## src/hw/rtl/range_sum_segment_tree_macros.svh

```systemverilog
// assertion macros for the range sum segment tree rtl
`ifndef RANGE_SUM_SEGMENT_TREE_MACROS_SVH
`define RANGE_SUM_SEGMENT_TREE_MACROS_SVH

// same-cycle implication, checked on the rising edge of clock outside reset
`define RSST_ASSERT_NOW(label, ante, cons, msg) \
   label: assert property (@(posedge clock) disable iff (reset) (ante) |-> (cons)) \
      else $error(msg);

// next-cycle implication
`define RSST_ASSERT_NEXT(label, ante, cons, msg) \
   label: assert property (@(posedge clock) disable iff (reset) (ante) |=> (cons)) \
      else $error(msg);

`endif

```

## src/hw/rtl/rsst_pkg.sv

```systemverilog
// types and constants shared by the range sum segment tree modules
package rsst_pkg;

   localparam int FUNC_W         = 1;
   localparam int POS_W          = 10;
   localparam int VALUE_W        = 32;
   localparam int RANGE_W        = 11;
   localparam int SUM_W          = 42;
   localparam int LEAVES_DEFAULT = 1024;
   localparam int QUEUE_DEPTH    = 2;

   typedef enum logic [FUNC_W-1:0] {
      FUNC_SET   = 1'b0,
      FUNC_QUERY = 1'b1
   } func_type;

   typedef enum logic [2:0] {
      ST_CLEAR,
      ST_IDLE,
      ST_SET,
      ST_QRUN,
      ST_QOUT
   } engine_state_type;

   // status the back end reports to the front end
   typedef struct packed {
      logic clearing;
   } engine_status_type;

endpackage

```

## src/hw/rtl/rsst_queue.sv

```systemverilog
// short command queue between the front and back ends
module rsst_queue #(
   parameter int DATA_W = 8,
   parameter int DEPTH  = rsst_pkg::QUEUE_DEPTH
) (
   input  logic              clock,
   input  logic              reset,
   input  logic              push_valid,
   output logic              push_ready,
   input  logic [DATA_W-1:0] push_data,
   output logic              pop_valid,
   input  logic              pop_ready,
   output logic [DATA_W-1:0] pop_data
);

   localparam int PTR_W = (DEPTH > 1) ? $clog2(DEPTH) : 1;
   localparam int CNT_W = $clog2(DEPTH + 1);

   logic [DATA_W-1:0] slot_ff [DEPTH];
   logic [PTR_W-1:0]  wptr_ff;
   logic [PTR_W-1:0]  wptr_in;
   logic [PTR_W-1:0]  rptr_ff;
   logic [PTR_W-1:0]  rptr_in;
   logic [CNT_W-1:0]  count_ff;
   logic [CNT_W-1:0]  count_in;
   logic              do_push;
   logic              do_pop;

   assign push_ready = (count_ff != CNT_W'(DEPTH));
   assign pop_valid  = (count_ff != '0);
   assign pop_data   = slot_ff[rptr_ff];
   assign do_push    = push_valid & push_ready;
   assign do_pop     = pop_valid & pop_ready;

   always_comb begin
      wptr_in  = wptr_ff;
      rptr_in  = rptr_ff;
      count_in = count_ff;
      if (do_push) begin
         wptr_in = (wptr_ff == PTR_W'(DEPTH - 1)) ? '0 : wptr_ff + 1'b1;
      end
      if (do_pop) begin
         rptr_in = (rptr_ff == PTR_W'(DEPTH - 1)) ? '0 : rptr_ff + 1'b1;
      end
      if (do_push & ~do_pop) begin
         count_in = count_ff + 1'b1;
      end else if (do_pop & ~do_push) begin
         count_in = count_ff - 1'b1;
      end
   end

   always_ff @(posedge clock) begin
      if (do_push) begin
         slot_ff[wptr_ff] <= push_data;
      end
   end

   always_ff @(posedge clock) begin
      if (reset) begin
         wptr_ff  <= '0;
         rptr_ff  <= '0;
         count_ff <= '0;
      end else begin
         wptr_ff  <= wptr_in;
         rptr_ff  <= rptr_in;
         count_ff <= count_in;
      end
   end

endmodule

```

## config.mk

```make
export PLATFORM = sky130hd
export DESIGN_NAME = rsst_queue
export DESIGN_NICKNAME = d
export VERILOG_FILES = /design/src/hw/rtl/range_sum_segment_tree_macros.svh /design/src/hw/rtl/rsst_pkg.sv /design/src/hw/rtl/rsst_queue.sv
export SDC_FILE = /design/constraint.sdc
export NUM_CORES = 1
export LEC_CHECK = 0
export BUFFER_PORTS_ARGS = -buffer_cell sky130_fd_sc_hd__buf_4
export CAP_MARGIN = 10
export CORE_ASPECT_RATIO = 0.8
export CORE_MARGIN = 5
export CORE_UTILIZATION = 44
export DETAILED_ROUTE_END_ITERATION = 10
export GPL_TIMING_DRIVEN = 1
export HOLD_SLACK_MARGIN = 0.02
export MAX_ROUTING_LAYER = met4
export PLACE_DENSITY = 0.69
export SLEW_MARGIN = 0
export SYNTH_ARGS = -nofsm -noshare
export SYNTH_HDL_FRONTEND = slang
export SYNTH_SLANG_ARGS = --single-unit
```

## constraint.sdc

```tcl
create_clock -name clock -period 3.75 [get_ports clock]
set_input_delay 0.1875 -clock clock [delete_from_list [all_inputs] [get_ports clock]]
set_output_delay 0.1875 -clock clock [all_outputs]
set_load 0.01 [all_outputs]
```

; Yosys cells after proc, flatten, opt, wreduce, memory -nomap -nowiden
; Memories as Yosys holds them, arrays and structs flattened. A register that Yosys moved wholly into a read port is not among the register bits.
; Index checks and enable logic that the tools add are counted.
[word_totals]
elab_cells = 25
ff_bits = 4
ram_bits = 16
input_bits = 12
mem_count = 1
[memory_table]
columns = memory, depth, width, read_ports, rd_clocked_by_memory_dff, write_ports, line_no
row1 = slot_ff, 2, 8, 1, 1, 1, rsst_queue.sv:19  ; logic [DATA_W-1:0] slot_ff [DEPTH];
[classes]
add_sub_neg = 4
muxes = 8
eq_ne = 1
reduce_logical = 2
bitwise_logic = 6
[op_table]
columns = cell, count
row1 = 1-bit two-way mux, 6
row2 = 1-bit AND, 4
row3 = 2-bit two-way mux, 2
row4 = 2-bit nonzero test, 2
row5 = "1-bit adder, second input constant", 2
row6 = "2-bit by 1-bit adder with 2-bit output, second input constant", 1
row7 = "2-bit inequality test, second input constant", 1
row8 = 1-bit inverter, 2
row9 = "2-bit by 1-bit subtractor with 2-bit output, second input constant", 1

; Logic depth before layout (Yosys ltp)
; Gate-level depths: netlist (run 1).
[depth]
depth_word = 6
depth_mapped = 6

; Least setup slack after synthesis (run 1)
; No wires, ideal clock.
[synth_timing]
kind = register to register
from = reg count_ff[0]
to = reg count_ff[1]
path_slack_ps = 2251
path_buffers = 0
arrival_time_ps = 1429
period_less_slack_ps = 1499
setup_ps = 70
required_ps = 3680
stages_incl_launch_ff = 6
path_cell_list = dfxtp_1 -> nand2b_4 -> and2_1 -> ha_1 -> or3_1 -> a21oi_1
[synth_between]
elab_chain_cells = 5
word_cells_on_any_way = 13
[synth_lines]
columns = element, line_no
row1 = start: declaration, rsst_queue.sv:24  ; logic [CNT_W-1:0] count_ff;
row2 = start signal: assignment, rsst_queue.sv:66  ; count_ff <= count_in;
row3 = 2-bit inequality test (*), rsst_queue.sv:29  ; assign push_ready = (count_ff != CNT_W'(DEPTH));
row4 = named net push_ready, rsst_queue.sv:9  ; output logic push_ready,
row5 = 1-bit AND (*), rsst_queue.sv:32  ; assign do_push = push_valid & push_ready;
row6 = 1-bit inverter, rsst_queue.sv:47  ; end else if (do_pop & ~do_push) begin
row7 = 1-bit AND, rsst_queue.sv:47
row8 = 2-bit nonzero test (no line), -
; Mark *: on every way through the listed nets, which the timed path passes. The rest lies on a longest branch. The select of a mux whose other input is x is not followed.
; A chain may end at the register's enable or synchronous reset.

==> results of run 1 <==
power by group through the flow:
stage	combinational [mW]	sequential (mW)	clock [mW]
floorplan	0.141	0.316	0
global placement	0.210	0.331	0
detailed placement	0.213	0.333	0
CTS	0.215	0.327	0.112
global route	0.229	0.334	0.120
finish	0.210	0.326	0.103
stage by stage:
step	std cells	instance area (um2)	setup WS, ps	util (%)
final	95	1013	2178	60.49
after global routing	95	1013	2063	60.49
after CTS	95	1013	2128	60.49
after detailed placement	91	985.9	2205	58.85
after global placement	91	985.9	2229	58.85
after floorplan	49	805.8	2251	-
placed cells by master, fill, tap and decap left out:
master    synthesis  final
o21ai_0           2      2
xor2_1            3      3
or2_2             1      1
nand2b_4          1      1
and2_1            1      1
and3_1            1      1
clkinv_2          0      1
ha_1              1      1
edfxtp_1         16     16
inv_1             1      1
nand3b_1          1      1
nor2_1            3      3
dfxtp_1           5      5
or3_1             1      1
a21oi_1           2      2
mux2_2            8      8
buf_4             0     21
clkbuf_4          0      3
a21bo_2           1      1
registers in the layout (all words and copies together), names as in the netlist, named ones only:
name and flops:
count_ff 2, rptr_ff 1, slot_ff 16, wptr_ff 1
cell families after synthesis:
| logic type | after synthesis |
|---|---|
| compound gates | 5 |
| xor+xnor | 3 |
| fa+ha+maj | 1 |
| buf+inv | 2 |
| flops | 21 |
| mux | 8 |
| simple gates | 9 |
worst paths after layout:
kind                                       to    startpoint  depth (start not counted)
worst max-delay path              pop_data[5]          flop                          2
worst min-delay path            slot_ff[0][3]  push_data[3]                          1
worst max register to register    count_ff[1]   count_ff[0]                          5
worst min register to register           flop       rptr_ff                          2
routing by layer:
metal / wire, um / vias to the layer above / GRT usage (%)
met2: 640 / 13 / 17.34
met3: 73 / 2 / 4.762
met4: 19 / 0 / 5.556
li1: - / 227 / -
met1: 555 / 199 / 11.35
met5: 0 / - / -
final cells by class:
| type | count | share of cell area, % |
|---|---|---|
| Clock inverter | 1 | 0.4938 |
| Timing Repair Buffer | 21 | 15.56 |
| Clock buffer | 3 | 2.222 |
| Inverter | 1 | 0.3704 |
| Multi-Input combinational cell | 26 | 21.36 |
| Tap cell | 22 | 2.716 |
| Sequential cell | 21 | 57.28 |
==> flow_summary.yaml, run 1 <==
outcome:
  outcome: "completed"
clock_network:
  cts_resized: 0
  h-tree-depth: 1
  clockBufferDepth: 2
  clock_sinks: 21
  root_buffer: "clkbuf_4"
  path_clk_slew_ps: 110
  hold_buffers: 0
  cts_buffers: 3
  cts_setup_buffers: 0
  tritoncts: "done"
  clk_latency_ps: 300
worst_setup_path:
  crit_buf_inv: 1
  critPathSlowestCell: "dfxtp_1"
  cp_max_fo: 8
  worst_ep_arrival_time_ps: 1380
  crit_type: "flop to primary output"
  required_ps: 3560
  reg2reg_slack_ps: 2180
  critPathCaptureType: "primary output"
  cp_top_family: "flip-flops"
  start_kind: "flop"
  slowest_delay_ps: 550
  crit_chain: "mux2_2, buf_4"
synthesis:
  synth_most_common_cell: "edfxtp_1"
  synthesis.nets: 62
  synthAdderAreaFrac_pct: 1.553
  synth_common_cells: "edfxtp_1, mux2_2, dfxtp_1"
  synthMuxAreaShare_pct: 11.18
  synth-simple-area-share_pct: 7.143
  synth_top_area_share_pct: 59.63
  ys_seq_area_share_pct: 72.05
  synth_flop_cell: "edfxtp_1"
  synth_compound_area_share_pct: 3.727
  synth_async_sr_flop_share_pct: 0
  syn-mean-instance-area_um2: 16.44
  synth_xor_area_share_pct: 3.261
  synth_top_cell_by_area: "edfxtp_1"
  yosysUniqueCellTypes: 17
  ys_warn_count: 0
  syn-cell-area_um2: 805.8
  synthCells: 49
  synth_top_family_by_area: "multiplexers"
  ys_ff_latch: 21
  synth-edff-count: 16
  netlist_top_cells_area: "edfxtp_1, dfxtp_1, mux2_2"
pwr:
  pwr-share-comb_pct: 32.9
  p_sw_share_pct: 28.82
  p_total_mw: 0.6388
  p_int_mw: 0.4548
  p_seq_share_pct: 51.0
  power.leakage_nw: 0.4033
  vdd_drop_max_uv: 389.6
  switchingPower_mw: 0.1841
  p_clk_share_pct: 16.2
  power_density_nw_per_um2: 630.3
sta:
  fin_crit_sh_pct: 41.91
  maxSlewViolCount: 0
  fmax_mhz: 636.3
  hold_viol: 0
  tns_ps: 0
  final.min_clock_period_ps: 1572
  holdWs_ps: 65.36
  rsz0062_at_grt: "false"
  finalSetupViolCount: 0
  tightest_slew_ps: 387.0
  fin_skew_ps: 3.041
  maxSlewHeadroom_pct: 74.20
floorplan:
  die_w_um: 57.85
  core_area_um2: 1675
  row_count: 13
  initial_utilization_pct: 48.10
  dieArea_um2: 2792
  die_h_um: 48.28
  num_io_pins: 22
final_layout:
  final_nets: 87
  multiInputGateArea_um2: 216.5
  diodes: 0
  synthToLayoutAreaGrowth_pct: 25.78
  drive_gt1_share_pct: 49.32
  register_area_um2: 580.6
  fillers: 139
hold_path:
  hp-class: "input pin to flop"
placed_design:
  dp_hpwl_um: 990.5
  gp_congestion: 0.7714
  port-buffer-count: 21
global_routing:
  grt_start_max_net_pins: 13
  grt_pass1_wl_um: 1938
  grt-ovfl-total: 0
  grt_antenna_before_repair: 0
  grt_use_total_pct: 10.69
  grt_pass1_vias: 427
detailed_routing:
  postRouteAntennaNets: 0
  dr.pass1.iters: 2
  wl_um: 1288
  vias: 441
  drc: 0
  via_per_inst: 4.642
  avgRoutedWirePerCell_um: 13.56
  drt_iter0_drc: 10
job:
  cap_viol_max_count: 0
No activity file was read; power rests on OpenSTA's default activity.
==> run 2: changes to the inputs <==
==> constraint.sdc (replaced) <==
create_clock -name clock -period 1.6 [get_ports clock]
set_input_delay 0.08 -clock clock [delete_from_list [all_inputs] [get_ports clock]]
set_output_delay 0.08 -clock clock [all_outputs]
set_load 0.01 [all_outputs]
==> run 2 against run 1 <==
Effect of this change: clock-buffer cell count is the same; clock power increased by 140%; total power rose by 150%; sequential share of layout area is 5.5 points lower; critical path depth grew 4; worst hold slack improved by 9.6 ps; first-iteration DRC count up 30%; global-route usage is 0.79 points higher; critical path type is now flop to flop; largest cell class unchanged.
==> flow_summary.yaml, run 2 (synthesis gave the netlist of run 1 again) <==
floorplan:
  initial_utilization_pct: 48.10
  core_area_um2: 1675
  row_count: 13
  die_w_um: 57.85
  num_io_pins: 22
  dieArea_um2: 2792
  die_h_um: 48.28
worst_setup_path:
  cp_max_fo: 5
  crit_type: "flop to flop"
  start_kind: "flop"
  required_ps: 1840
  worst_ep_arrival_time_ps: 1760
  critPathCaptureType: "flop"
final_layout:
  diodes: 0
  layout_commonest_cell: "buf_4"
  regMostFlops: "slot_ff"
  final_nets: 97
  largest_reg_flops: 16
  drive_gt1_share_pct: 46.99
  biggestRegsByFlops: "slot_ff x16, count_ff x2"
  design_area_um2: 1127
  final_cell_mix: "buf_4, edfxtp_1, dlygate4sd3_1"
  synthToLayoutAreaGrowth_pct: 39.91
  fin_cells: 105
global_routing:
  grt_pass1_vias: 493
  grt_use_total_pct: 11.48
  grt_start_max_net_pins: 13
  grt_antenna_before_repair: 0
  grt-ovfl-total: 0
  grt_pass1_wl_um: 2194
pwr:
  power.leakage_nw: 0.4466
  power_density_nw_per_um2: 1394
  vdd_drop_max_uv: 1065
detailed_routing:
  drt_iter0_drc: 13
  via_per_inst: 4.600
  vias: 483
  drc: 0
  wl_um: 1397
  dr.pass1.iters: 4
  postRouteAntennaNets: 0
  avgRoutedWirePerCell_um: 13.30
sta:
  rsz0062_at_grt: "false"
  final.min_clock_period_ps: 1519
  maxSlewHeadroom_pct: 73.76
  fmax_mhz: 658.2
  fin_crit_sh_pct: 94.95
  setup_ws_ps: 80.76
  fin_skew_ps: 5.163
  tightest_slew_ps: 393.6
  holdWs_ps: 74.94
  hold_viol: 0
  finalSetupViolCount: 0
  maxSlewViolCount: 0
  tns_ps: 0
clock_network:
  clockBufferDepth: 2
  clock_sinks: 21
  cts_buffers: 3
  tritoncts: "done"
  root_buffer: "clkbuf_4"
  path_clk_slew_ps: 110
  clk_latency_ps: 300
  h-tree-depth: 1
placed_design:
  gp_congestion: 0.7749
  post-place-ws_ps: 46.78
  placed_cell_area_um2: 993.5
  port-buffer-count: 21
  dp.cells: 92
  dp_hpwl_um: 980.9
job:
  cap_viol_max_count: 0
hold_path:
  hp-class: "input pin to flop"
outcome:
  outcome: "completed"
==> run 2: per-stage QoR <==
stage	total power, mW	util [%]
floorplan	1.071	-
global placement	1.278	59.30
detailed placement	1.293	59.30
CTS	1.555	66.32
global route	1.668	67.29
finish	1.571	67.29
==> run 2: final timing paths <==
path,start,end,slack [ps],cells after the start
worst min register to register,rptr_ff,rptr_ff,510,2
worst max-delay path,count_ff[0],count_ff[1],80,6
worst max register to register,count_ff[0],count_ff[1],80,6
worst min-delay path,push_valid,wptr_ff,70,3
==> run 2: what timing repair did <==
| item | CTS | global route |
|---|---|---|
| hold buffers | 9 | 0 |
| setup endpoints to repair | 0 | 1 |
| gates resized for setup | 0 | 4 |
| buffers inserted | 0 | 0 |
| endpoints found under the hold margin | 21 | 0 |
==> run 2: layout make-up <==
class	count	area, um2
Clock buffer	3	22.52
Clock inverter	1	5.005
Fill cell	135	548.0
Sequential cell	21	584.3
Tap cell	22	27.53
Inverter	1	3.754
Timing Repair Buffer	31	255.2
Multi-Input combinational cell	26	229.0
==> run 2: layer usage <==
metal  track usage (%)  wire length [um]  vias to the layer above  part of all wire (%)
li1                  -                 -                      246                     -
met1             13.19               586                      221                    42
met2             19.14               714                       14                    51
met3             3.968                78                        2                   5.6
met4             4.167                17                        0                   1.2
met5                 -                 0                        -                     0
==> run 2: worst max-delay path, cell delays in order, from the launching register on <==
cell and delay (ps):
dfxtp_4 380, nand2b_4 150, and2_1 190, ha_4 160, xor2_1 140, or3_1 310, a21oi_1 130
==> run 2: power by group <==
part	switching [mW]	internal, mW
sequential	0.0747	0.699
clock	0.154	0.0932
combinational	0.228	0.322
total	0.457	1.11
==> run 3: changes to the inputs <==
--- a/config.mk
+++ b/config.mk
@@ -14,7 +14,7 @@
 export GPL_TIMING_DRIVEN = 1
 export HOLD_SLACK_MARGIN = 0.02
 export MAX_ROUTING_LAYER = met4
-export PLACE_DENSITY = 0.69
+export PLACE_DENSITY = 0.79
 export SLEW_MARGIN = 0
 export SYNTH_ARGS = -nofsm -noshare
 export SYNTH_HDL_FRONTEND = slang
==> run 3 against run 2 <==
Effect of this change: global-route usage grew 0.12 points; cell count is 0.95% higher; largest cell class unchanged; worst hold slack hardly changed; sequential power hardly changed; utilization increased by 0.75 points; clock skew decreased by 4.2 ps; routed wire length grew 2.3%; non-clock buffer count rose by 1; clock-buffer cell count unchanged; total power is 1.5% higher; cell area grew 1.1%; critical endpoint unchanged.
==> flow_summary.yaml, run 3 (synthesis gave the netlist of run 1 again) <==
final_layout:
  regMostFlops: "slot_ff"
  drive_gt1_share_pct: 50.00
  largest_reg_flops: 16
  biggestRegsByFlops: "slot_ff x16, count_ff x2"
  final_nets: 98
  layout_commonest_cell: "buf_4"
  final_cell_mix: "buf_4, edfxtp_1, dlygate4sd3_1"
  synthToLayoutAreaGrowth_pct: 41.46
  finish.utilization_pct: 68.04
  diodes: 0
sta:
  fmax_mhz: 660.9
  holdWs_ps: 74.64
  hold_viol: 0
  finalSetupViolCount: 0
  rsz0062_at_grt: "false"
  tns_ps: 0
  tightest_slew_ps: 374.4
  setup_ws_ps: 86.94
  maxSlewHeadroom_pct: 75.04
  maxSlewViolCount: 0
  fin_crit_sh_pct: 94.57
  final.min_clock_period_ps: 1513
  fin_skew_ps: 0.9295
job:
  cap_viol_max_count: 0
detailed_routing:
  dr.pass1.iters: 5
  drc: 0
  wl_um: 1429
  postRouteAntennaNets: 0
  avgRoutedWirePerCell_um: 13.48
  via_per_inst: 4.774
  vias: 506
  drt_iter0_drc: 9
clock_network:
  clock_sinks: 21
  tritoncts: "done"
  root_buffer: "clkbuf_4"
  clockBufferDepth: 2
  h-tree-depth: 1
  cts_buffers: 3
  clk_latency_ps: 300
  path_clk_slew_ps: 110
global_routing:
  grt_pass1_vias: 515
  grt_pass1_wl_um: 2194
  grt_antenna_before_repair: 0
  grt-ovfl-total: 0
  grt_start_max_net_pins: 13
  grt_use_total_pct: 11.60
floorplan:
  num_io_pins: 22
  die_w_um: 57.85
  die_h_um: 48.28
  initial_utilization_pct: 48.10
  dieArea_um2: 2792
  core_area_um2: 1675
  row_count: 13
outcome:
  outcome: "completed"
pwr:
  power_density_nw_per_um2: 1399
  p_total_mw: 1.595
  power.leakage_nw: 0.4521
  vdd_drop_max_uv: 752.0
worst_setup_path:
  required_ps: 1840
  reg2reg_slack_ps: 90
  worst_ep_arrival_time_ps: 1760
  crit_type: "flop to flop"
  cp_max_fo: 5
  critPathCaptureType: "flop"
  start_kind: "flop"
placed_design:
  post-place-ws_ps: 42.42
  dp_hpwl_um: 993.8
  port-buffer-count: 21
  gp_congestion: 0.6693
hold_path:
  hp-class: "input pin to flop"
-- run 3: changes by cell type in the layout (fill, tap and decap cells not counted) --
cell and delta:
a21oi_1 -1, buf_4 +1, dfxtp_2 +1, a21oi_2 +1, dfxtp_1 -1
-- run 3: worst max-delay path: stages (launching register included) --
cell	delay, ps
dfxtp_4	370
nand2b_4	150
and2_1	180
ha_4	160
xor2_1	140
or3_1	320
a21oi_2	120
-- run 3: power breakdown --
part	total [mW]	leakage [nW]	switching, mW	internal [mW]
registers	0.770	0.192	0.0692	0.701
clock network	0.250	0.0177	0.157	0.0933
logic	0.575	0.243	0.239	0.336
total	1.60	0.452	0.465	1.13
-- run 3: what timing repair did --
| action | CTS | global route |
|---|---|---|
| endpoints found under the setup margin | 0 | 1 |
| endpoints found under the hold margin | 21 | 0 |
| resized for setup | 0 | 6 |
| hold buffers | 9 | 0 |
| setup buffers | 0 | 1 |
-- run 3: final cells by class --
class                   count  area [um2]
multi-input cells          26       232.7
inverters                   1       3.754
fillers                   128       535.5
repair buffers             32       262.8
flip-flops and latches     21       585.6
well taps                  22       27.53
clock inverters             1       5.005
clock buffers               3       22.52
-- run 3: through the flow --
stage               area [um2]  std cells
floorplan                805.8         49
global placement         993.5         92
detailed placement       993.5         92
CTS                       1111        105
global route              1140        106
finish                    1140        106
-- run 3: path summary, 6_finish.rpt --
path                    start          end  cells after the start
setup / recovery  count_ff[0]  count_ff[1]                      6
hold / removal     push_valid      wptr_ff                      3
setup reg to reg  count_ff[0]  count_ff[1]                      6
hold reg to reg       rptr_ff         flop                      2
-- run 3: per-layer routing --
| metal | global-route usage [%] | wire, um | share of wire [%] | up-vias |
|---|---|---|---|---|
| li1 | - | - | - | 251 |
| met1 | 11.83 | 561 | 39 | 235 |
| met2 | 20.05 | 741 | 52 | 16 |
| met3 | 4.762 | 103 | 7.2 | 4 |
| met4 | 5.556 | 23 | 1.6 | 0 |
| met5 | - | 0 | 0 | - |
