**config.mk**
```make
export PLATFORM = sky130hd
export DESIGN_NAME = rsst_front
export DESIGN_NICKNAME = d
export VERILOG_FILES = /design/src/hw/rtl/range_sum_segment_tree_macros.svh /design/src/hw/rtl/rsst_pkg.sv /design/src/hw/rtl/rsst_front.sv
export SDC_FILE = /design/constraint.sdc
export NUM_CORES = 1
export LEC_CHECK = 0
export BUFFER_PORTS_ARGS = -buffer_cell sky130_fd_sc_hd__buf_2
export CAP_MARGIN = 5
export CORE_ASPECT_RATIO = 1.4
export CORE_UTILIZATION = 26
export CTS_CLUSTER_SIZE = 16
export DETAILED_ROUTE_END_ITERATION = 6
export GPL_TIMING_DRIVEN = 0
export PLACE_DENSITY = 0.88
export SLEW_MARGIN = 10
export SYNTH_ARGS = -nofsm -noshare
export SYNTH_HDL_FRONTEND = slang
export SYNTH_SLANG_ARGS = --single-unit
```
**constraint.sdc**
```tcl
create_clock -name clock -period 2.6 [get_ports clock]
set_clock_uncertainty 0.1 [all_clocks]
set_input_delay 0.26 -clock clock [delete_from_list [all_inputs] [get_ports clock]]
set_output_delay 0.26 -clock clock [all_outputs]
set_load 0.005 [all_outputs]
```
**src/hw/rtl/range_sum_segment_tree_macros.svh**
```systemverilog
// assertion macros for the range sum segment tree rtl
`ifndef RANGE_SUM_SEGMENT_TREE_MACROS_SVH
`define RANGE_SUM_SEGMENT_TREE_MACROS_SVH

// same-cycle implication, checked on the rising edge of clock outside reset
`define RSST_ASSERT_NOW(label, ante, cons, msg) \
   label: assert property (@(posedge clock) disable iff (reset) (ante) |-> (cons)) \
      else $error(msg);

// next-cycle implication
`define RSST_ASSERT_NEXT(label, ante, cons, msg) \
   label: assert property (@(posedge clock) disable iff (reset) (ante) |=> (cons)) \
      else $error(msg);

`endif

```
**src/hw/rtl/rsst_pkg.sv**
```systemverilog
// types and constants shared by the range sum segment tree modules
package rsst_pkg;

   localparam int FUNC_W         = 1;
   localparam int POS_W          = 10;
   localparam int VALUE_W        = 32;
   localparam int RANGE_W        = 11;
   localparam int SUM_W          = 42;
   localparam int LEAVES_DEFAULT = 1024;
   localparam int QUEUE_DEPTH    = 2;

   typedef enum logic [FUNC_W-1:0] {
      FUNC_SET   = 1'b0,
      FUNC_QUERY = 1'b1
   } func_type;

   typedef enum logic [2:0] {
      ST_CLEAR,
      ST_IDLE,
      ST_SET,
      ST_QRUN,
      ST_QOUT
   } engine_state_type;

   // status the back end reports to the front end
   typedef struct packed {
      logic clearing;
   } engine_status_type;

endpackage

```
**src/hw/rtl/rsst_front.sv**
```systemverilog
// front end: accepts requests, clips ranges and turns them into node commands
module rsst_front #(
   parameter int LEAVES = rsst_pkg::LEAVES_DEFAULT,
   parameter int CNT_W  = 12,
   parameter int CMD_W  = 1 + 2 * CNT_W + rsst_pkg::VALUE_W
) (
   input  logic                               clock,
   input  logic                               reset,
   input  logic                               req_valid,
   output logic                               req_ready,
   input  logic [rsst_pkg::FUNC_W-1:0]        req_func,
   input  logic [rsst_pkg::POS_W-1:0]         req_position,
   input  logic signed [rsst_pkg::VALUE_W-1:0] req_new_value,
   input  logic [rsst_pkg::RANGE_W-1:0]       req_range_start,
   input  logic [rsst_pkg::RANGE_W-1:0]       req_range_end,
   input  rsst_pkg::engine_status_type        status,
   output logic                               cmd_valid,
   input  logic                               cmd_ready,
   output logic [CMD_W-1:0]                   cmd_data
);

   localparam int WIDE_W = ((rsst_pkg::RANGE_W > CNT_W) ? rsst_pkg::RANGE_W : CNT_W) + 1;

   logic [WIDE_W-1:0] leaves_w;
   logic [WIDE_W-1:0] pos_w;
   logic [WIDE_W-1:0] start_w;
   logic [WIDE_W-1:0] end_w;
   logic [WIDE_W-1:0] hi_leaf;
   logic              is_query;
   logic              set_in_range;
   logic              empty_range;
   logic [CNT_W-1:0]  node_a;
   logic [CNT_W-1:0]  node_b;
   logic              ready_ff;
   logic              ready_in;

   assign leaves_w = WIDE_W'(LEAVES);
   assign pos_w    = WIDE_W'(req_position);
   assign start_w  = WIDE_W'(req_range_start);
   assign end_w    = WIDE_W'(req_range_end);
   assign is_query = (rsst_pkg::func_type'(req_func) == rsst_pkg::FUNC_QUERY);

   // end past the leaves is clipped; an empty or inverted range collapses to zero
   assign hi_leaf      = (end_w > leaves_w) ? leaves_w : end_w;
   assign empty_range  = (start_w >= hi_leaf);
   assign set_in_range = (pos_w < leaves_w);

   always_comb begin
      if (is_query) begin
         node_a = empty_range ? '0 : CNT_W'(start_w + leaves_w);
         node_b = empty_range ? '0 : CNT_W'(hi_leaf + leaves_w);
      end else begin
         node_a = CNT_W'(pos_w + leaves_w);
         node_b = '0;
      end
   end

   // no item is taken while the tree memory is being cleared
   assign ready_in  = ~status.clearing;
   assign req_ready = cmd_ready & ready_ff;

   // a set outside the leaves is taken and dropped
   assign cmd_valid = req_valid & ready_ff & (is_query | set_in_range);
   assign cmd_data  = {is_query, node_a, node_b, req_new_value};

   always_ff @(posedge clock) begin
      if (reset) begin
         ready_ff <= 1'b0;
      end else begin
         ready_ff <= ready_in;
      end
   end

endmodule

```
# After elaboration in Yosys (flattened, before gate mapping)
# Index checks and enable logic that the tools add are counted.
totals:
  reg_bits: 1
  latch_bits: 0
  ramBits: 0
  mem_bits_ro: 0
  inputBits: 70
  out_inout_bits: 59
  word_cells: 17
  n_memories: 0
op_classes:
  n_addsub: 3
  n_mul: 0
  n_div: 0
  order_cmp: 3
  eq_ne: 0
  shift: 0
  n_mux: 5
  bitwise: 5
  n_reduce_logical: 0
ops:
  columns: ["cell", "n"]
  rows:
  - ["two-way mux 12 bit", 4]
  - ["adder 11 x 11 -> 12 bit, second input constant", 2]
  - ["adder 10 x 11 -> 12 bit, second input constant", 1]
  - ["greater-or-equal comparator 11 bit", 1]
  - ["greater-than comparator 11 bit, second input constant", 1]
  - ["less-than comparator 10 x 11 -> 1 bit, second input constant", 1]
  - ["two-way mux 11 bit", 1]
  - ["bitwise AND 1 bit", 3]
  - ["inverter 1 bit", 1]
  - ["OR 1 bit", 1]

# Logic depth before layout (Yosys ltp)
# Gate-level depths: netlist of the first run.
logic_depth:
  ltp_word: 5
  ltp_mapped: 10
  ltp_nobuf: 8

# Worst setup path after synthesis of the first run
# Ideal clock, no wire load.
synth_timing:
  path_kind: "input-to-output"
  start: "input req_range_end[10] (netlist name)"
  end: "output cmd_data[46]"
  arrival_time_ps: 2197
  required_ps: 2240
  path_slack_ps: 43
  path_stages: 10
  path_buffers: 2
  path_cell_list: "inv_1 clkbuf_1 nand2_1 ha_1 a21o_1 a31oi_1 or4_4 a41oi_2 buf_6 o22ai_1"
synth_via:
  elab_chain_len: 5
synth_lines:
  columns: ["element", "line_no", "source"]
  rows:
  - ["from (decl)", "rsst_front.sv:15", "input logic [rsst_pkg::RANGE_W-1:0] req_range_end,"]
  - ["greater-than comparator 11 bit", "rsst_front.sv:44", "assign hi_leaf = (end_w > leaves_w) ? leaves_w : end_w;"]
  - ["two-way mux 11 bit (*)", "rsst_front.sv:44", null]
  - ["greater-or-equal comparator 11 bit (*)", "rsst_front.sv:45", "assign empty_range = (start_w >= hi_leaf);"]
  - ["two-way mux 12 bit (*)", "rsst_front.sv:50", "node_a = empty_range ? '0 : CNT_W'(start_w + leaves_w);"]
  - ["two-way mux 12 bit (*)", "rsst_front.sv:49", "if (is_query) begin"]
  - ["to (decl)", "rsst_front.sv:19", "output logic [CMD_W-1:0] cmd_data"]
# Every way passes the cells marked *; elsewhere a longest branch is shown, timed or not.

# Final worst setup path of the first run
layout_timing:
  start: "input req_range_end[10] (netlist name)"
  end: "output cmd_data[50]"
# Same word-level chain as after synthesis.

==> results, run 1 <==
- The number of global-route vias before repair is 1011.
- The die covers 3340 um2.
- Entering global routing, the biggest net connects 11 pins.
- The area after detailed placement is 1340 um2.
- Synthesis produced a netlist with a net count of 207.
- By area the synthesized netlist is led by sky130_fd_sc_hd__buf_4 (31%), sky130_fd_sc_hd__ha_1 (17%), sky130_fd_sc_hd__inv_1 (11%), sky130_fd_sc_hd__o22ai_1 (7.7%), sky130_fd_sc_hd__nor2_1 (7.0%).
- Once the floorplan was initialized, standard cells occupied 27.9% of the core.
- The final reports fail on negative setup slack.
- Of the cells placed in the final design, the portion with a size suffix greater than 1 is roughly 72%.
- The power per standard cell area is 191 nW/um2.
- The met3 layer wire length in the routed design is 260 um.
- Counting flops with a built-in enable in the synthesized netlist gives 0.
- The total of buffers placed on input and output ports is between 90 and 100.
- The count of hold buffers inserted by post-cts repair is 0.
- sky130_fd_sc_hd__buf_4 is the most common cell in the netlist.
- In this run the standard cell core region covers 2910 um2.
- The fmax is 380 MHz.
- The start-to-end type of the worst setup path is primary input to output pin.
- STA classifies the critical path endpoint as an output pin.
- Summing the sequential cell areas from Yosys gives 2.47% of the chip area.
- The main flop type after synthesis is sky130_fd_sc_hd__dfxtp_1.
- The total of flip-flops plus latches after synthesis is 1.
- After global routing the overflow that remains totals 0.
- The sum of met2 wire segment lengths after detailed routing is roughly 1.7 mm.
- Counting flops per register, the top entry is ready_ff.
- In the synthesized netlist, the cells that appear most often are sky130_fd_sc_hd__buf_4 (33), sky130_fd_sc_hd__inv_1 (24), sky130_fd_sc_hd__nor2_1 (15).
- After detailed routing, the number of vias per cell comes to 4.40.
- The async set or reset register ratio after synthesis is 0%.
- The cell type contributing the most total cell area after synthesis is sky130_fd_sc_hd__buf_4.
- The initial antenna violation count is 0.
- The routed wirelength normalized by instance count is 11.2 um.
- The count of inserted antenna diode cells is 0.
- Summed over its instances, the top area cell type makes up 30.6% of the synthesized netlist area.
- The number of max-cap violations is 0.
- STA puts the critical path data required time at 2.24 ns.
- The number of warnings issued by yosys is 0.
- After clock tree synthesis, the clock-pin slew on the worst setup and hold paths is 0 ns.
- The count of final hold-check violations is 0.
- The violation count after the first detailed-routing iteration is 3.
- After layout, the minimum clock period comes to around 2.6 ns.
- The weighted congestion at the end of routability-driven global placement is between 0.7 and 0.8.
- At the pin with the least slew margin, the transition time is 0.671 ns.
- Measured against its own limit, the worst slew margin works out to 55.3%.
- The row count is 23.
- Along the worst path, the maximum fanout reaches 5.
- The category of the worst setup path launch point is a primary input.
- The routed wire length is between 2 and 3 mm.
- The net count of the finished layout is between 300 and 400.
- Relative to the synthesized area, the layout overhead comes to 104%.
- The share of the clock period used by the worst path after layout is 101%.
- The run finished, with violations left.
- Setup repair after global routing could not meet its margin everywhere.
- In the synthesized netlist, the number of instances is 126.
- The analysis attributes to cell leakage a power of 0.992 nW.
- The count of pins over their slew limit is 0.
- Setup violations remaining at the end of the flow were counted as 8.
- The unique cell type count in the Yosys netlist is 24.
- The multi-input combinational cells in the finished layout cover a total of a little over 600 um2.
- Registers take 20.0 um2.
- STA puts the critical path data arrival time at 2.27 ns.
- The maximum vdd ir drop is 126 uV.
- The summed area of non-filler cells in the final layout is between 1500 and 2000 um2.
- The class of the tightest hold or removal check is primary input to register.
- The total number of vias is 1176.
- The final-layout worst hold slack is 0.315 ns.
- The count of pins on the block boundary is 129.
- Once routing completed, OpenROAD measured the worst setup slack at -0.0346 ns.
- The flip-flop count of the largest register, all copies and words added was 1.
- The detail route stage leaves a number of antenna-violating nets equal to 0.
- After detailed routing, no signal wire sits above met3.
- The length of the first detailed-routing pass in iterations is 3.
- The number of placed instances with taps included is 259.
- The first global-routing pass estimated approximately 4.5 mm of wire.
- For this run, the number of standard cells in the final layout without fillers is 267.
- The largest registers in the layout are ready_ff: 1 flops.
- The die width is 49.2 um.
- After detailed routing, the wire length on met1 is 1.02 mm.
- The floorplan die height is 68.0 um.
- The layout filler cell count is 283.
- Across every metal layer, demand over resource in global routing totals 16.9%.
- For the final routed database, the setup TNS stands at -0.204 ns.
- The synthesized netlist occupies a cell area of 810 um2.
- The synthesized area divided by synthesized cell count is 6.42 um2.
- The half-perimeter wire length after detailed placement is 2.24 mm.
- The remaining design rule violation count is 0.
## layout by cell type, fill, tap and decap left out, drive strengths merged
master	netlist	final
buf	35	139
inv	24	24
nor2	15	15
ha	11	11
nand2	11	11
o22ai	10	10
a21oi	2	2
and2	2	2
clkbuf	2	2
nor2b	1	1
nand2b	1	1
a21o	1	1
a31oi	1	1
nand3	1	1
or4	1	1
a211oi	1	1
o21ai	1	1
a221oi	1	1
and3	1	1
a41oi	1	1
nor3b	1	1
o31ai	1	1
dfxtp	1	1
## per-stage QoR
step / utilization, % / setup WS [ns] / total power, mW
5_1_grt: 56.8 / -0.127 / 0.347
4_1_cts: 52.7 / 0.00169 / 0.292
2_1_floorplan: - / 0.0432 / 0.143
6_report: 56.8 / -0.0346 / 0.316
3_3_place_gp: 46.0 / -0.659 / 0.242
3_5_place_dp: 46.0 / -0.635 / 0.245
## timing repair
| item | 4_1_cts | 5_1_grt |
|---|---|---|
| endpoints found under the setup margin | 24 | 24 |
| pin swaps | 6 | 17 |
| resized for setup | 29 | 20 |
| buffers inserted | 3 | 3 |
| cloned | 2 | 0 |
## logic make-up after synthesis
logic type               count (synthesis)  share of synthesized area [%]
AO/OA/AOI/OAI                           19                           16.2
adder cells (fa/ha/maj)                 11                           17.0
buffers and inverters                   61                           45.4
flip-flops                               1                           2.47
AND/OR/NAND/NOR                         34                           18.9
## final cells by class
class                   count  area share [%]
inverters                  24            5.91
multi-input cells          64            37.4
repair buffers            104            34.6
well taps                  37            2.81
flip-flops and latches      1            1.21
plain buffers              37            18.1
## layer usage
| metal | GRT usage (%) | vias up |
|---|---|---|
| met5 | 0 | - |
| met4 | 0 | 0 |
| met3 | 1.78 | 0 |
| met2 | 37.0 | 77 |
| met1 | 17.7 | 515 |
| li1 | - | 584 |
## path summary, 6_finish.rpt
check / startpoint / to / cells after the start
hold / removal: reset / ready_ff$_SDFF_PP0_ / 2
setup / recovery: req_range_end[10] / cmd_data[50] / 12
## worst max-delay path, stage by stage
cell	delay, ns
sky130_fd_sc_hd__buf_12	0.11
sky130_fd_sc_hd__inv_8	0.05
sky130_fd_sc_hd__clkbuf_16	0.16
sky130_fd_sc_hd__nand2_8	0.06
sky130_fd_sc_hd__ha_4	0.26
sky130_fd_sc_hd__a21o_1	0.12
sky130_fd_sc_hd__a31oi_2	0.04
sky130_fd_sc_hd__or4_4	0.45
sky130_fd_sc_hd__a41oi_4	0.34
sky130_fd_sc_hd__buf_6	0.19
sky130_fd_sc_hd__o22ai_2	0.06
sky130_fd_sc_hd__buf_2	0.15
## report_power, final
part	switching [mW]	internal (mW)
registers	0.000278	0.0165
clock network	0	0
logic	0.128	0.171
Power figures use the tool's default switching activity.
==> inputs of run 2 (changes only) <==
--- a/config.mk
+++ b/config.mk
@@ -8,11 +8,11 @@
 export BUFFER_PORTS_ARGS = -buffer_cell sky130_fd_sc_hd__buf_2
 export CAP_MARGIN = 5
 export CORE_ASPECT_RATIO = 1.4
-export CORE_UTILIZATION = 26
+export CORE_UTILIZATION = 25
 export CTS_CLUSTER_SIZE = 16
 export DETAILED_ROUTE_END_ITERATION = 6
 export GPL_TIMING_DRIVEN = 0
-export PLACE_DENSITY = 0.88
+export PLACE_DENSITY = 0.85
 export SLEW_MARGIN = 10
 export SYNTH_ARGS = -nofsm -noshare
 export SYNTH_HDL_FRONTEND = slang
==> run 2 against run 1 <==
- the flow now finishes without violations
- total power down 3.3%
- fmax up 1.9%
- setup slack better by 0.048 ns
- critical path depth unchanged
- via count up 2.0%
- wire length up 6.5%
- die area up 3.8%
- sequential share of layout area about the same
- flip-flop and latch count unchanged
- critical path type unchanged
- largest power group unchanged
- highest routed layer unchanged
==> results, run 2 (synthesized netlist as in run 1, its figures left out) <==
- The run finished with clean final reports.
- The required time of the worst setup path came to 2.24 ns (about the same).
- The worst hold path cell count was 2 (unchanged).
- The largest registers in the layout are ready_ff: 1 flops.
- The arrival time of the worst setup path was 2.23 ns (-0.04 ns).
- The remaining antenna violation count after routing is 0 (unchanged).
- The overall power consumption is 0.305 mW (-3.3%).
- The area after detailed placement is 1340 um2 (+0.19%).
- The total of buffers placed on input and output ports is 96 (unchanged).
- The critical path in this run is classified as primary input to output pin.
- The count of pins on the block boundary is 129 (unchanged).
- The layout net count is 316 (+0.96%).
- The worst-margin pin slew came to 0.639 ns (-0.0318 ns).
- The critical path buffer and inverter count was 6 (+1).
- Setup repair after global routing could not meet its margin everywhere.
- The minimum clock period after layout is 2.59 ns (-0.0484 ns).
- The count of final hold-check violations came to 0 (unchanged).
- The overall track demand over capacity in global routing is 16.8% (-0.078 points).
- The total number of vias is 1199 (+2.0%).
- The fmax is 387 MHz (+1.9%).
- The most common cell after layout, fill and taps aside is sky130_fd_sc_hd__buf_2.
- The largest net degree at the start of global routing came to 11 (unchanged).
- The total congestion overflow after global routing was 0 (unchanged).
- The maximum vdd ir drop is 137 uV (+8.3%).
- The row count is 24 (+4.3%).
- The internal cell power is 0.181 mW (-3.3%).
- The length of the first detailed-routing pass in iterations came to 4 (+1).
- Among all stages on the critical path, the largest delay is contributed by sky130_fd_sc_hd__or4_4.
- The peak fanout along the critical path is 6 (+1).
- The count of inserted antenna diode cells was 0 (unchanged).
- The detail-routed via count per cell is 4.41 (about the same).
- The weighted congestion at the end of routability-driven global placement came to 0.691 (-7.2%).
- The number of max-cap violations is 0 (unchanged).
- The core area is 3090 um2 (+6.4%).
- The worst hold path belongs to the class primary input to register.
- The fraction of layout instances using a drive strength above 1 is 70.8% (-1.4 points).
- The reported leakage power is 0.985 nW (-0.75%).
- The area growth from synthesis to layout is 99.5%.
- The remaining design rule violation count is 0 (unchanged).
- The total die area is 3470 um2 (+3.8%).
- The die width was 50.1 um (+1.9%).
- The category of the worst setup path launch point is a primary input.
- The final sum of negative setup slack is 0 ns (+0.204 ns).
- The initial standard-cell utilization of the core is 26.2% (-1.7 points).
- The first-pass GRT wire length came to 4.64 mm (+3.4%).
- Leaving out fill and tap cells, the most frequent cells in the layout are sky130_fd_sc_hd__buf_2 (95), sky130_fd_sc_hd__buf_4 (39), sky130_fd_sc_hd__inv_1 (23), sky130_fd_sc_hd__nor2_1 (15).
- The power per standard cell area is 189 nW/um2 (-1.3%).
- The part of the total power dissipated in sequential elements was 5.5% (+0.2 points).
- The number of global-route vias before repair is 1114 (+10%).
- The summed area of non-filler cells in the final layout is 1620 um2 (-2.1%).
- On the critical path the largest part of the delay comes from buffers and inverters.
- The clock transition at the register clock pins on the worst setup and hold paths after CTS is 0 ns (unchanged).
- The part of the total power dissipated in the clock network was 0% (unchanged).
- The final-layout worst hold slack is 0.315 ns (+0.000525 ns).
- The net switching component of the power is 0.124 mW (-3.4%).
- The worst stage delay on the critical path was 0.56 ns (+0.11 ns).
- The routed wirelength normalized by instance count is 11.7 um (+4.5%).
- The share of the clock period used by the worst path after layout was 99.5% (-1.9 points).
- The floorplan die height is 69.3 um (+1.9%).
- The worst-case headroom to the max-slew limit is 57.4% (+2.1 points).
- The count of pins over their slew limit is 0 (unchanged).
- The flip-flop count of the largest register, all copies and words added came to 1 (unchanged).
- The worst hold path begins at reset.
- The initial antenna violation count is 0 (unchanged).
- Traced cell by cell, the critical path runs through buf_8 > inv_6 > buf_8 > buf_6 > nand2_4 > ha_4 > nand3_2 > or4_4 > a41oi_4 > buf_6 > o22ai_2 > buf_2.
- The count of hold buffers inserted by post-cts repair is 0 (unchanged).
- The power share of the combinational group was 94.5% (-0.2 points).
- STA classifies the critical path endpoint as an output pin.
- The terminating pin of the worst hold path is ready_ff$_SDFF_PP0_.
- The half-perimeter wire length after detailed placement is 2.39 mm (+6.7%).
- The routed wire length was 3.18 mm (+6.5%).
- The total setup violations reported at the end of the flow is 0 (-8).
- The switching part of the total was 40.7% (about the same).
- The register with the highest flop count is ready_ff.
- The violation count after the first detailed-routing iteration is 7 (+4).
## run 2: cell count changes in the layout (fill, tap and decap cells not counted), moves of 2 or more
| cell | change |
|---|---|
| sky130_fd_sc_hd__buf_6 | +2 |
| sky130_fd_sc_hd__nor2_1 | +2 |
| sky130_fd_sc_hd__nand2_2 | +3 |
| sky130_fd_sc_hd__nand2_8 | -2 |
| sky130_fd_sc_hd__nor2_2 | -2 |
## run 2: layer usage
layer | vias up | wire, um | GRT usage (%)
met5 | - | 0 | 0
met4 | 0 | 0 | 0
met3 | 0 | 270 | 1.32
met2 | 81 | 1880 | 38.8
met1 | 535 | 1030 | 14.8
li1 | 583 | - | -
## run 2: worst max path at each step
stage               slack (ns)            to  cells after the start              start
floorplan                 0.04  cmd_data[46]                     10  req_range_end[10]
global placement         -0.60  cmd_data[53]                     12  req_range_end[10]
detailed placement       -0.63  cmd_data[52]                     12  req_range_end[10]
CTS                      -0.03  cmd_data[46]                     12  req_range_end[10]
global route             -0.05  cmd_data[47]                     12  req_range_end[10]
finish                    0.01  cmd_data[47]                     12  req_range_end[10]
## run 2: final cells by class
type / count / area, um2
Buffer: 37 / 289
Fill cell: 320 / 1480
Inverter: 24 / 95.1
Multi-Input combinational cell: 64 / 574
Sequential cell: 1 / 20.0
Tap cell: 39 / 48.8
Timing Repair Buffer: 107 / 588
## run 2: what timing repair did
action | CTS | global route
cloned | 2 | 0
gates resized for setup | 28 | 10
pin swaps | 14 | 4
setup endpoints to repair | 24 | 23
buffers inserted | 7 | 2
## run 2: per-stage QoR
stage	utilization (%)	instances	setup WS, ns
after detailed placement	43.3	261	-0.634
after floorplan	-	126	0.0432
after global placement	43.3	261	-0.597
after global routing	52.2	272	-0.0543
after CTS	49.8	270	-0.0284
final	52.2	272	0.0138
## run 2: power groups by stage
stage / registers (mW) / logic (mW) / clock network [mW]
after floorplan: 0.0167 / 0.126 / 0
after global placement: 0.0167 / 0.225 / 0
after detailed placement: 0.0168 / 0.229 / 0
after CTS: 0.0167 / 0.276 / 0
after global routing: 0.0168 / 0.314 / 0
final: 0.0167 / 0.289 / 0
==> inputs of run 3 (changes only) <==
--- a/config.mk
+++ b/config.mk
@@ -9,10 +9,12 @@
 export CAP_MARGIN = 5
 export CORE_ASPECT_RATIO = 1.4
 export CORE_UTILIZATION = 25
+export CTS_CLUSTER_DIAMETER = 100
 export CTS_CLUSTER_SIZE = 16
 export DETAILED_ROUTE_END_ITERATION = 6
 export GPL_TIMING_DRIVEN = 0
 export PLACE_DENSITY = 0.85
+export RECOVER_POWER = 25
 export SLEW_MARGIN = 10
 export SYNTH_ARGS = -nofsm -noshare
 export SYNTH_HDL_FRONTEND = slang
==> run 3 against run 2 <==
- flip-flop and latch count is the same
- fmax is essentially flat
- setup slack is essentially flat
- die area is the same
- critical path depth is the same
- combinational power is essentially flat
- sequential power is essentially flat
- worst hold slack is essentially flat
- global-route usage is the same
- total power shrank 0.26%
- critical path type unchanged
- largest cell class unchanged
- highest routed layer unchanged
==> results, run 3 (synthesized netlist as in run 1, its figures left out) <==
- The overall track demand over capacity in global routing is 16.8% (unchanged).
- The half-perimeter wire length after detailed placement was 2.39 mm (unchanged).
- The layout net count is 316 (unchanged).
- The floorplan die height was 69.3 um (unchanged).
- The run finished with clean final reports.
- The final-layout worst hold slack is 0.315 ns (-0.0000150 ns).
- The flip-flop count of the largest register, all copies and words added is 1 (unchanged).
- The arrival time of the worst setup path is 2.23 ns (about the same).
- The layout filler cell count is 320 (unchanged).
- The weighted congestion at the end of routability-driven global placement came to 0.691 (unchanged).
- The fmax came to 387 MHz (about the same).
- The slowest stage of the critical path belongs to the cell sky130_fd_sc_hd__or4_4.
- The area after detailed placement was 1340 um2 (unchanged).
- The part of the total power dissipated in sequential elements is 5.5% (about the same).
- The total of buffers placed on input and output ports is 96 (unchanged).
- The total die area is 3470 um2 (unchanged).
- The routed wire length came to 3.17 mm (-0.19%).
- The area of the multi-input gates was 574 um2 (unchanged).
- The remaining antenna violation count after routing is 0 (unchanged).
- The total number of vias is 1199 (unchanged).
- The detail-routed via count per cell is 4.41 (unchanged).
- Walking the worst path, the cells encountered are buf_8 > inv_6 > buf_8 > buf_6 > nand2_4 > ha_4 > nand3_2 > or4_4 > a41oi_4 > buf_6 > o22ai_2 > buf_2.
- The fraction of layout instances using a drive strength above 1 came to 70.8% (unchanged).
- The die width is 50.1 um (unchanged).
- The maximum vdd ir drop was 136 uV (-0.41%).
- The start-to-end type of the worst setup path is primary input to output pin.
- The total setup violations reported at the end of the flow is 0 (unchanged).
- The switching part of the total is 40.8% (+0.084 points).
- The initial standard-cell utilization of the core is 26.2% (unchanged).
- The count of pins on the block boundary was 129 (unchanged).
- The internal cell power is 0.180 mW (-0.40%).
- The largest net degree at the start of global routing is 11 (unchanged).
- In the layout the commonest cells are sky130_fd_sc_hd__buf_2 (95), sky130_fd_sc_hd__buf_4 (30), sky130_fd_sc_hd__inv_1 (23), sky130_fd_sc_hd__nor2_1 (15), sky130_fd_sc_hd__clkbuf_4 (10).
- The net switching component of the power is 0.124 mW (about the same).
- The class of the tightest hold or removal check is primary input to register.
- The peak fanout along the critical path is 6 (unchanged).
- STA classifies the critical path endpoint as an output pin.
- The summed area of non-filler cells in the final layout is 1620 um2 (unchanged).
- The startpoint of the worst hold path is reset.
- The share of the clock period used by the worst path after layout is 99.5% (about the same).
- The first-pass GRT wire length is 4.64 mm (unchanged).
- The number of cells in the finished layout apart from fillers is 272 (unchanged).
- The count of final hold-check violations came to 0 (unchanged).
- The violation count after the first detailed-routing iteration was 7 (unchanged).
- The final sum of negative setup slack came to 0 ns (unchanged).
- The row count is 24 (unchanged).
- In the final layout, the registers with the most flip-flops are ready_ff: 1 flops.
- The worst-margin pin slew was 0.639 ns (-0.000415 ns).
- The clock transition at the register clock pins on the worst setup and hold paths after CTS is 0 ns (unchanged).
- Setup repair after global routing could not meet its margin everywhere.
- The count of hold buffers inserted by post-cts repair is 0 (unchanged).
- The storage element area is 20.0 um2 (unchanged).
- The category of the worst setup path launch point is a primary input.
- The part of the total power dissipated in the clock network is 0% (unchanged).
- The number of placed instances with taps included is 261 (unchanged).
- The count of inserted antenna diode cells is 0 (unchanged).
- Ranked by flip-flop count, first place goes to ready_ff.
- The worst hold path cell count is 2 (unchanged).
- The remaining design rule violation count is 0 (unchanged).
- The power share of the combinational group was 94.5% (about the same).
- The most common cell after layout, fill and taps aside is sky130_fd_sc_hd__buf_2.
- The number of global-route vias before repair came to 1114 (unchanged).
- The worst stage delay on the critical path is 0.56 ns (about the same).
- The power per standard cell area was 189 nW/um2 (-0.26%).
- The initial antenna violation count was 0 (unchanged).
- The routed wirelength normalized by instance count was 11.7 um (-0.19%).
- The worst-case headroom to the max-slew limit is 57.4% (about the same).
- The minimum clock period after layout is 2.59 ns (-0.0000216 ns).
- The count of pins over their slew limit is 0 (unchanged).
- The required time of the worst setup path was 2.24 ns (about the same).
- The number of max-cap violations came to 0 (unchanged).
- The signed area change from the synthesized netlist to the final layout was 99.5% (unchanged).
- The reported leakage power is 0.983 nW (-0.19%).
- The total congestion overflow after global routing was 0 (unchanged).
- The terminating pin of the worst hold path is ready_ff$_SDFF_PP0_.
- The length of the first detailed-routing pass in iterations is 4 (unchanged).
- The core area was 3090 um2 (unchanged).
run 3: changes by cell type in the layout (fill, tap and decap cells not counted):
cell	before	now
sky130_fd_sc_hd__buf_4	39	30
sky130_fd_sc_hd__clkbuf_4	1	10
run 3: how the worst max path moves through the flow:
stage                 startpoint            to  slack, ns  cells after the start
5_1_grt        req_range_end[10]  cmd_data[47]      -0.05                     12
4_1_cts        req_range_end[10]  cmd_data[46]      -0.03                     12
6_report       req_range_end[10]  cmd_data[47]       0.01                     12
3_3_place_gp   req_range_end[10]  cmd_data[53]      -0.60                     12
2_1_floorplan  req_range_end[10]  cmd_data[46]       0.04                     10
3_5_place_dp   req_range_end[10]  cmd_data[52]      -0.63                     12
run 3: metal layers:
layer | share of wire (%) | track usage (%) | up-vias
li1 | - | - | 583
met5 | 0 | 0 | -
met1 | 32 | 14.8 | 535
met2 | 59 | 38.8 | 81
met4 | 0 | 0 | 0
met3 | 8.6 | 1.32 | 0
run 3: cell type report:
class	count	area share, %
repair buffers	107	36.4
multi-input cells	64	35.6
well taps	39	3.02
flip-flops and latches	1	1.24
inverters	24	5.89
plain buffers	37	17.9
run 3: stage by stage:
step	total power [mW]	utilization, %	setup slack, ns
after CTS	0.293	49.8	-0.0284
after floorplan	0.143	-	0.0432
after global routing	0.331	52.2	-0.0543
final	0.305	52.2	0.0138
after detailed placement	0.246	43.3	-0.634
after global placement	0.241	43.3	-0.597
run 3: what timing repair did:
action,CTS,global route
setup buffers,7,2
resized for setup,28,10
gates cloned,2,0
endpoints found under the setup margin,24,23
pin swaps,14,4
run 3: power groups by stage:
stage,clock [mW],sequential (mW),combinational (mW)
finish,0,0.0167,0.288
global route,0,0.0168,0.314
CTS,0,0.0167,0.276
detailed placement,0,0.0168,0.229
global placement,0,0.0167,0.225
floorplan,0,0.0167,0.126
run 3: critical path, delay by kind of cell:
family / cells / cell delay (ns)
buffers and inverters: 6 / 0.71
and+or+nand+nor: 3 / 0.66
AOI/OAI and AO/OA: 2 / 0.35
adders and majority gates: 1 / 0.25
